`config.mk`:
```
export PLATFORM = sky130hd
export DESIGN_NAME = dnsd_ctrl
export DESIGN_NICKNAME = d
export VERILOG_FILES = /design/src/rtl/core/dnsd_pkg.sv /design/src/rtl/core/dnsd_ctrl.sv
export SDC_FILE = /design/constraint.sdc
export NUM_CORES = 1
export LEC_CHECK = 0
export ABC_CLOCK_PERIOD_IN_PS = 1600
export BUFFER_PORTS_ARGS = -buffer_cell sky130_fd_sc_hd__buf_2
export CAP_MARGIN = 0
export CORE_UTILIZATION = 29
export CTS_CLUSTER_DIAMETER = 200
export DETAILED_ROUTE_END_ITERATION = 6
export PLACE_DENSITY = 0.71
export SYNTH_ARGS = -nofsm -noshare
export SYNTH_HDL_FRONTEND = slang
export SYNTH_SLANG_ARGS = --single-unit
```
`constraint.sdc`:
```
create_clock -name clk -period 1.6 [get_ports clk]
set_input_delay 0.32 -clock clk [delete_from_list [all_inputs] [get_ports clk]]
set_output_delay 0.32 -clock clk [all_outputs]
set_load 0.05 [all_outputs]
```
`src/rtl/core/dnsd_pkg.sv`:
```
package dnsd_pkg;

  // defaults for the top-level parameters
  localparam int DEF_PACKET_BYTES   = 512;
  localparam int DEF_MAX_HOPS       = 16;
  localparam int DEF_MAX_NAME_CHARS = 255;

  // field widths fixed by the item layout
  localparam int ADDR_IN_W = 9;
  localparam int NEXT_W    = 10;
  localparam int CNT_W     = 4;
  localparam int ST_W      = 3;
  localparam int CHUNK_W   = 64;
  localparam int LEN_W     = 8;   // name length, at most 255
  localparam int PTR_BITS  = 14;  // compression pointer target (mask 0x3FFF)
  localparam int POS_W     = 15;  // pointer target plus one label

  localparam logic [1:0] PTR_MARK    = 2'b11;  // top bits of a pointer byte
  localparam logic [7:0] LABEL_LIMIT = 8'h40;
  localparam logic [7:0] DOT_CHAR    = 8'h2e;

  // result status codes
  localparam logic [ST_W-1:0] ST_OK    = 3'd0;
  localparam logic [ST_W-1:0] ST_ROOT  = 3'd1;
  localparam logic [ST_W-1:0] ST_HOPS  = 3'd2;
  localparam logic [ST_W-1:0] ST_RANGE = 3'd3;
  localparam logic [ST_W-1:0] ST_LONG  = 3'd4;
  localparam logic [ST_W-1:0] ST_BAD   = 3'd5;

  // controller -> datapath
  typedef struct packed {
    logic            load;        // load item accepted
    logic            init;        // decode item accepted
    logic            rd_pos;      // read store at pos
    logic            label;       // start a label body
    logic            ptr_hi;      // first pointer byte seen, read second
    logic            ptr_jump;    // follow pointer
    logic            body;        // take one label character
    logic            finish;      // terminating zero seen
    logic            emit_rd;     // read one name word
    logic            out_word;    // load a name chunk into the output stage
    logic            out_single;  // load a root or error result
    logic            set_err;
    logic [ST_W-1:0] err;
  } dnsd_cmd_t;

  // datapath -> controller
  typedef struct packed {
    logic pos_oob;
    logic b_zero;
    logic b_ptr;
    logic b_bad;
    logic lab_oob;
    logic ptr_oob;
    logic too_long;
    logic hop_over;
    logic rem_last;
    logic name_empty;
    logic word_last;
    logic out_free;
  } dnsd_sts_t;

endpackage

```
`src/rtl/core/dnsd_ctrl.sv`:
```
module dnsd_ctrl (
  input  logic                clk,
  input  logic                rst,
  input  logic                in_valid,
  input  logic                in_action,
  output logic                in_ready,
  output dnsd_pkg::dnsd_cmd_t cmd,
  input  dnsd_pkg::dnsd_sts_t sts
);
  import dnsd_pkg::*;

  localparam logic [3:0] S_IDLE   = 4'd0;
  localparam logic [3:0] S_FETCH  = 4'd1;
  localparam logic [3:0] S_EXAM   = 4'd2;
  localparam logic [3:0] S_PTR    = 4'd3;
  localparam logic [3:0] S_BODY   = 4'd4;
  localparam logic [3:0] S_EMITRD = 4'd5;
  localparam logic [3:0] S_EMITWR = 4'd6;
  localparam logic [3:0] S_RESULT = 4'd7;

  logic [3:0] state, state_next;

  assign in_ready = (state == S_IDLE);

  always_ff @(posedge clk) begin
    if (rst) begin
      state <= S_IDLE;
    end else begin
      state <= state_next;
    end
  end

  always_comb begin
    cmd        = '0;
    cmd.err    = ST_OK;
    state_next = state;
    case (state)
      S_IDLE: begin
        if (in_valid) begin
          if (in_action) begin
            cmd.init   = 1'b1;
            state_next = S_FETCH;
          end else begin
            cmd.load = 1'b1;
          end
        end
      end
      S_FETCH: begin
        if (sts.pos_oob) begin
          cmd.set_err = 1'b1;
          cmd.err     = ST_RANGE;
          state_next  = S_RESULT;
        end else begin
          cmd.rd_pos = 1'b1;
          state_next = S_EXAM;
        end
      end
      S_EXAM: begin
        if (sts.b_zero) begin
          cmd.finish = 1'b1;
          state_next = sts.name_empty ? S_RESULT : S_EMITRD;
        end else if (sts.b_ptr) begin
          if (sts.ptr_oob) begin
            cmd.set_err = 1'b1;
            cmd.err     = ST_RANGE;
            state_next  = S_RESULT;
          end else begin
            cmd.ptr_hi = 1'b1;
            state_next = S_PTR;
          end
        end else if (sts.b_bad) begin
          cmd.set_err = 1'b1;
          cmd.err     = ST_BAD;
          state_next  = S_RESULT;
        end else if (sts.lab_oob) begin
          cmd.set_err = 1'b1;
          cmd.err     = ST_RANGE;
          state_next  = S_RESULT;
        end else if (sts.too_long) begin
          cmd.set_err = 1'b1;
          cmd.err     = ST_LONG;
          state_next  = S_RESULT;
        end else begin
          cmd.label  = 1'b1;
          state_next = S_BODY;
        end
      end
      S_PTR: begin
        if (sts.hop_over) begin
          cmd.set_err = 1'b1;
          cmd.err     = ST_HOPS;
          state_next  = S_RESULT;
        end else begin
          cmd.ptr_jump = 1'b1;
          state_next   = S_FETCH;
        end
      end
      S_BODY: begin
        cmd.body = 1'b1;
        if (sts.rem_last) begin
          state_next = S_FETCH;
        end
      end
      S_EMITRD: begin
        cmd.emit_rd = 1'b1;
        state_next  = S_EMITWR;
      end
      S_EMITWR: begin
        if (sts.out_free) begin
          cmd.out_word = 1'b1;
          state_next   = sts.word_last ? S_IDLE : S_EMITRD;
        end
      end
      S_RESULT: begin
        if (sts.out_free) begin
          cmd.out_single = 1'b1;
          state_next     = S_IDLE;
        end
      end
      default: begin
        state_next = S_IDLE;
      end
    endcase
  end

endmodule

```
==> metrics.md, run 1 <==
| Metric | Value |
|---|---|
| CTS Hold Buffers Added | `0` |
| Final setup viols | `10` |
| Reg area | `66.3 µm²` |
| Die X | `39.7 µm` |
| Final Util | `0.779` |
| Actual slew at the worst max-slew pin | `336 ps` |
| Vias in the first global route | `572` |
| Setup Crit Path Kind | `reg -> out` |
| Sw Pwr | `0.896 mW` |
| Crit-path max cell delay | `~340 ps` |
| Critical Path Fanout Max | `8` |
| CTS tree | `yes` |
| Most flops, register | `state` |
| Clk slew on worst S/H paths | `40 ps` |
| Tot GR Track Use | `0.209` |
| Slowest-stage cell, CP | `dfxtp_4` |
| Power, Total | `1.72 mW` |
| Syn Area/Cell | `around 6.3 µm²` |
| Die area | `~1600 µm²` |
| Logic pwr share | `0.833` |
| Share of the synthesized area in the top cell type | `0.146` |
| Die Y | `just under 40 µm` |
| N_diodes | `0` |
| Vias | `675` |
| CP endpoint kind | `output port` |
| Peak Freq | `between 0.5 and 0.6 GHz` |
| Max_slew headroom | `0.774` |
| Nets | `130` |
| Register area share after synthesis | `0.146` |
| Synth area leader | `dfxtp_1` |
| Critical Path AT | `~1400 ps` |
| Internal power | `0.826 mW` |
| Initial Util | `0.312` |
| Yosys cell types | `29` |
| ANT nets after route | `0` |
| CTS root buffer | `clkbuf_4` |
| Synth area leaders | `dfxtp_1 15%, nor3_1 9.7%, nand2b_1 7.6%` |
| Clk pwr share | `0.079` |
| CP required | `roughly 1300 ps` |
| Rows | `13` |
| Area taken by multi-input logic gates | `487 µm²` |
| Flops & latches, synth | `3` |
| DRC errors left | `0` |
| Tmin final | `1720 ps` |
| Via-to-Cell Ratio | `5.27` |
| Global-route wire length before repair | `~2200 µm` |
| Skew final | `1.29 ps` |
| Area delta synth->final | `149%` |
| Biggest regs | `state: 3 flops` |
| Leak Pwr | `0.462 nW` |
| Initial DRC Count | `15` |
| Worst setup SP type | `register` |
| Initial antenna violation count | `0` |
| Sw frac | `0.520` |
| Pins over their slew limit | `0` |
| Post-DP HPWL | `1130 µm` |
| Max reg flops | `3` |
| Port Buf Inserts | `31` |
| Clock latency on the worst-skew pair | `230 ps` |
| Outcome | `finished, violations left` |
| Num CTS Buffers | `3` |
| Failing checks | `negative setup slack` |
| RSZ-0062 raised after global routing | `true` |
| Max IR drop VDD | `0.899 mV` |
| Share of cells above drive strength 1 | `0.681` |
| Clk sinks | `3` |
| YS warnings | `0` |
| Reg power frac | `0.089` |
| H-tree depth | `1` |
| Final hold vios | `0` |
| Syn nets | `81` |
| Critical-path cell list | `buf_4, buf_6, nor3_4, and3_4, buf_8` |
| Power per Cell Area | `1680 nW/µm²` |
| GPL Wtd Cong | `0.819` |
| DR WL/cell | `approximately 13 µm` |
| Max cap viols | `0` |
| Setup slack after layout | `-118 ps` |
| Fillers | `99` |
| DRT Pass-1 Iters | `4` |
| Hold_ws | `about 300 ps` |
| Core Area | `1320 µm²` |
| Setup_tns | `-656 ps` |
| Largest net degree at the start of global routing | `11` |
| Cells after Synth | `65` |
| Period utilization | `1.07` |
| Clk buf depth | `2` |
| Worst min-delay path class | `in -> reg` |
| Congestion Overflow GR | `0` |
| Final wirelength | `1640 µm` |
| Synthesized area | `412 µm²` |
| # IOs | `32` |
-- Yosys cell counts --
cell and instances:
a31o_2 1, a21oi_1 4, or3b_2 1, o41ai_1 1, nand3_1 2, buf_1 1
a21o_1 1, or4_4 1, nand2_1 6, nor2_1 8, and2_1 1, o2bb2ai_1 1
o21a_1 1, inv_1 3, o211a_1 1, mux2_2 1, o311ai_1 1, nand3b_1 1
clkbuf_1 2, dfxtp_1 3, o21ai_1 1, o21ai_0 4, nor2b_1 1, a222oi_1 1
and3_1 1, nor3b_1 2, nand2b_1 5, nor3_1 8, or2b_1 1
-- power groups by stage --
stage               registers, mW  logic [mW]  clock network [mW]
floorplan                   0.148       0.818                   0
global placement            0.155        1.08                   0
detailed placement          0.154        1.09                   0
CTS                         0.150        1.25               0.136
global route                0.155        1.51               0.144
finish                      0.152        1.43               0.136
-- cells by family (layout without fill, tap and decap cells) --
kind of cell	after synthesis	after routing	share of synthesized area
flip-flops	3	3	0.146
AO/OA/AOI/OAI	17	17	0.280
AND/OR/NAND/NOR	38	38	0.492
multiplexers	1	1	0.0274
buffers and inverters	6	54	0.0547
-- through the flow --
stage	instances	setup slack, ps	cell area (µm²)
final	128	-118	1030
after global routing	128	-190	1030
after CTS	125	-143	937
after detailed placement	119	-103	782
after global placement	119	-87.2	782
after floorplan	65	-216	529
-- routing by layer --
layer	part of all wire	routed length, µm	track usage	vias up
li1	-	-	-	331
met5	0	0	0	-
met3	0.055	90	0.0398	0
met4	0	0	0.0259	0
met1	0.37	601	0.214	311
met2	0.58	949	0.430	33
-- worst paths after layout --
kind / slack (ps) / startpoint / cells after the start / to
worst max-delay path: -120 / state[1] / 5 / cmd[13]
worst min-delay path: 310 / rst / 2 / state[1]
worst max register to register: 80 / state[0] / 6 / state[2]
worst min register to register: 700 / state[1] / 3 / state[1]
-- what timing repair did --
| item | 4_1_cts | 5_1_grt |
|---|---|---|
| buffers inserted | 2 | 3 |
| pin swaps | 6 | 4 |
| endpoints found under the setup margin | 16 | 16 |
| resized for setup | 35 | 18 |
| endpoints found under the hold margin | 0 | 0 |
-- critical path, delay by kind of cell (launching register included) --
| kind | cells | cell delay [ps] |
|---|---|---|
| buffers and inverters | 3 | 420 |
| DFF | 1 | 340 |
| and+or+nand+nor | 2 | 420 |
-- final cells by class --
type / instances / share of cell area
inverter: 3 / 0.0110
tap: 15 / 0.0183
multi-input combinational: 56 / 0.474
sequential: 3 / 0.0646
clock buffer: 4 / 0.0256
timing repair buffer: 47 / 0.406
-- cells in the final DEF (no fill, tap or decap), drive strengths merged --
cell / Yosys / final
nor2b: 1 / 1
o211a: 1 / 1
or3b: 1 / 1
o2bb2ai: 1 / 1
nand3: 2 / 2
clkbuf: 2 / 4
a31o: 1 / 1
mux2: 1 / 1
nand3b: 1 / 1
o41ai: 1 / 1
or2b: 1 / 1
a222oi: 1 / 1
nor3: 8 / 8
nor2: 8 / 8
nand2b: 5 / 5
o21a: 1 / 1
dfxtp: 3 / 3
a21o: 1 / 1
or4: 1 / 1
o21ai: 5 / 5
nor3b: 2 / 2
inv: 3 / 3
and3: 1 / 1
buf: 1 / 47
o311ai: 1 / 1
a21oi: 4 / 4
nand2: 6 / 6
and2: 1 / 1
Power figures use the tool's default switching activity.
==> inputs of run 2 (changes only) <==
- ABC_AREA: unset -> 1
- CTS_CLUSTER_DIAMETER: 200 -> 50
- PLACE_DENSITY: 0.71 -> 0.68
==> run 2 against run 1 <==
Compared with the run above: design area shrank 11%; largest cell class unchanged; the run still ends with negative setup slack left; die area is 16% higher; clock skew up 2.9 ps.
==> metrics.md, run 2 <==
| Metric | Value |
|---|---|
| Gr busiest metal | `met2` |
| Synthesized area | `480 µm² (+17%)` |
| Max cap viols | `0 (unchanged)` |
| Clock latency on the worst-skew pair | `230 ps (about the same)` |
| Setup slack after layout | `-15.2 ps (+103 ps)` |
| Post-DP HPWL | `1130 µm (-0.20%)` |
| Vias in the first global route | `599 (+4.7%)` |
| Power per Cell Area | `1640 nW/µm² (-2.6%)` |
| Outcome | `finished, violations left` |
| CTS root buffer | `clkbuf_4` |
| Placed Cells | `137 (+15%)` |
| Pins over their slew limit | `0 (unchanged)` |
| Syn Area/Cell | `5.72 µm² (-9.7%)` |
| Critical Path Fanout Max | `3 (-5)` |
| Initial antenna violation count | `0 (unchanged)` |
| Vias | `680 (+0.74%)` |
| Clk slew on worst S/H paths | `40 ps (about the same)` |
| Initial Util | `0.315 (+0.00283)` |
| Final setup viols | `3 (-7)` |
| CTS Hold Buffers Added | `0 (unchanged)` |
| Hold endpoint | `state[0]` |
| Tmin final | `1620 ps (-103 ps)` |
| WHS Path Cells | `2 (unchanged)` |
| Place WS | `-8.05 ps (+94.6 ps)` |
| Most common cell after layout, fill and taps aside | `buf_2` |
| Final hold vios | `0 (unchanged)` |
| Die Y | `42.7 µm (+7.6%)` |
| H-tree depth | `1 (unchanged)` |
| CTS tree | `yes` |
| Worst setup SP type | `register` |
| Congestion Overflow GR | `0 (unchanged)` |
| DRC errors left | `0 (unchanged)` |
| Clk buf depth | `2 (unchanged)` |
| Cells after Synth | `84 (+29%)` |
| Yosys cell types | `21 (-28%)` |
| Hold path start | `rst` |
| YS warnings | `0 (unchanged)` |
| Biggest regs | `state: 3 flops` |
| Register area share after synthesis | `0.125 (-0.0209)` |
| Flops & latches, synth | `3 (unchanged)` |
| Final Util | `0.598 (-0.181)` |
| Share of the synthesized area in the top cell type | `0.125 (-0.0209)` |
| Critical Path AT | `1300 ps (-100 ps)` |
| Post-route cell area | `911 µm² (-11%)` |
| Largest net degree at the start of global routing | `9 (-2)` |
| Rows | `14 (+1)` |
| Met3 Use GR | `0.0128 (-0.0270)` |
| Nets | `146 (+12%)` |
| CP endpoint kind | `output port` |
| Global-route wire length before repair | `2280 µm (+2.2%)` |
| Main synth FF type | `dfxtp_1` |
| Register-to-Register Path Depth | `9 (+3)` |
| Post-DP Area | `749 µm² (-4.2%)` |
| Initial DRC Count | `7 (-8)` |
| Tot GR Track Use | `0.156 (-0.0535)` |
| Post-route non-filler standard cell count | `145 (+13%)` |
| Num CTS Buffers | `3 (unchanged)` |
| Die X | `42.7 µm (+7.6%)` |
| Most flops, register | `state` |
| Failing checks | `negative setup slack` |
| GRT met2 Usage | `0.303 (-0.127)` |
| Final wirelength | `1360 µm (-17%)` |
| Synth area leaders | `dfxtp_1 13%, nand2_1 12%, nor2_1 12%` |
| Reg2Reg Launch Point | `state[2]` |
| Max IR drop VDD | `0.757 mV (-16%)` |
| Asr flop ratio synth | `0 (unchanged)` |
| DR WL/cell | `9.39 µm (-27%)` |
| # IOs | `32 (unchanged)` |
| GPL Wtd Cong | `0.749 (-8.5%)` |
| Area delta synth->final | `89.6%` |
| Power, Total | `1.49 mW (-14%)` |
| Actual slew at the worst max-slew pin | `369 ps (+32.5 ps)` |
| Skew final | `4.23 ps (+2.94 ps)` |
| CP required | `1280 ps (about the same)` |
| Leak Pwr | `0.475 nW (+2.8%)` |
| N_diodes | `0 (unchanged)` |
| Die area | `1820 µm² (+16%)` |
| Crit Reg-Reg Endpoint | `state[2]` |
| Max_slew headroom | `0.752 (-0.0219)` |
| Synth area leader | `dfxtp_1` |
| Port Buf Inserts | `31 (unchanged)` |
| Post-synth EDFFs | `0 (unchanged)` |
| Most frequent cells after synthesis | `15 x nand2_1, 15 x nor2_1, 12 x inv_1` |
| Syn nets | `100 (+23%)` |
| Setup slack, reg-to-reg | `410 ps (+330 ps)` |
| DRT Pass-1 Iters | `4 (unchanged)` |
| RSZ-0062 raised after global routing | `true` |
| GR met1 Demand/Resource | `0.178 (-0.0360)` |
| Peak Freq | `0.619 GHz (+6.4%)` |
| Period utilization | `1.01 (-0.0642)` |
| Share of cells above drive strength 1 | `0.558 (-0.123)` |
| Core Area | `1520 µm² (+16%)` |
| Worst min-delay path class | `in -> reg` |
| Most frequent cells in the layout | `17 x buf_2, 15 x buf_4, 14 x nand2_1` |
| Setup Crit Path Kind | `reg -> out` |
| Via-to-Cell Ratio | `4.69 (-11%)` |
| Max reg flops | `3 (unchanged)` |
| Clk sinks | `3 (unchanged)` |
| ANT nets after route | `0 (unchanged)` |
==> run 2: worst max-delay path by stage <==
stage,start,endpoint,slack (ps)
floorplan,state[0],cmd[4],-200
global route,state[2],cmd[1],-90
detailed placement,state[0],cmd[14],-8
global placement,state[0],cmd[14],20
CTS,state[0],cmd[14],-50
finish,state[2],cmd[1],-20
==> run 2: cells by family after synthesis <==
kind of cell,after synthesis,synth area share
flip-flops,3,0.125
AO/OA/AOI/OAI,6,0.0677
buffers and inverters,20,0.206
AND/OR/NAND/NOR,55,0.602
==> run 2: area by class of cell <==
cell class | instances | area (µm²)
Sequential cell | 3 | 66.3
Multi-Input combinational cell | 61 | 399
Timing Repair Buffer | 44 | 322
Fill cell | 145 | 613
Inverter | 17 | 77.6
Clock buffer | 4 | 26.3
Tap cell | 16 | 20.0
==> run 2: critical path, stage by stage, from the launching register on <==
cell,delay [ps]
dfxtp_2,320
clkinv_4,50
nand2_4,60
nor2_8,100
inv_4,60
nor2_4,70
nand2_2,80
inv_2,60
nand2_1,40
nand2_1,80
buf_6,150
==> run 2: metal layers <==
metal / vias up / wire, µm / part of all wire
met5: - / 0 / 0
met4: 0 / 0 / 0
met3: 0 / 61 / 0.045
met2: 22 / 750 / 0.55
met1: 299 / 549 / 0.40
li1: 359 / - / -
==> run 2: what timing repair did <==
action                                  in CTS  in global routing
endpoints found under the setup margin      14                 14
setup buffers                                3                  1
pin swaps                                    0                  3
gates resized for setup                     22                 14
==> run 2: stage by stage <==
step	TNS (ps)	hold WS, ps
final	-16.5	268
after global routing	-332	279
after CTS	-86.6	266
after detailed placement	-8.05	515
after global placement	0	510
after floorplan	-270	389
==> run 2: where the power goes <==
group	internal [mW]	total, mW	switching (mW)	leakage [nW]
clock	0.0933	0.129	0.0362	0.0150
sequential	0.116	0.162	0.0467	0.0261
combinational	0.447	1.20	0.751	0.434
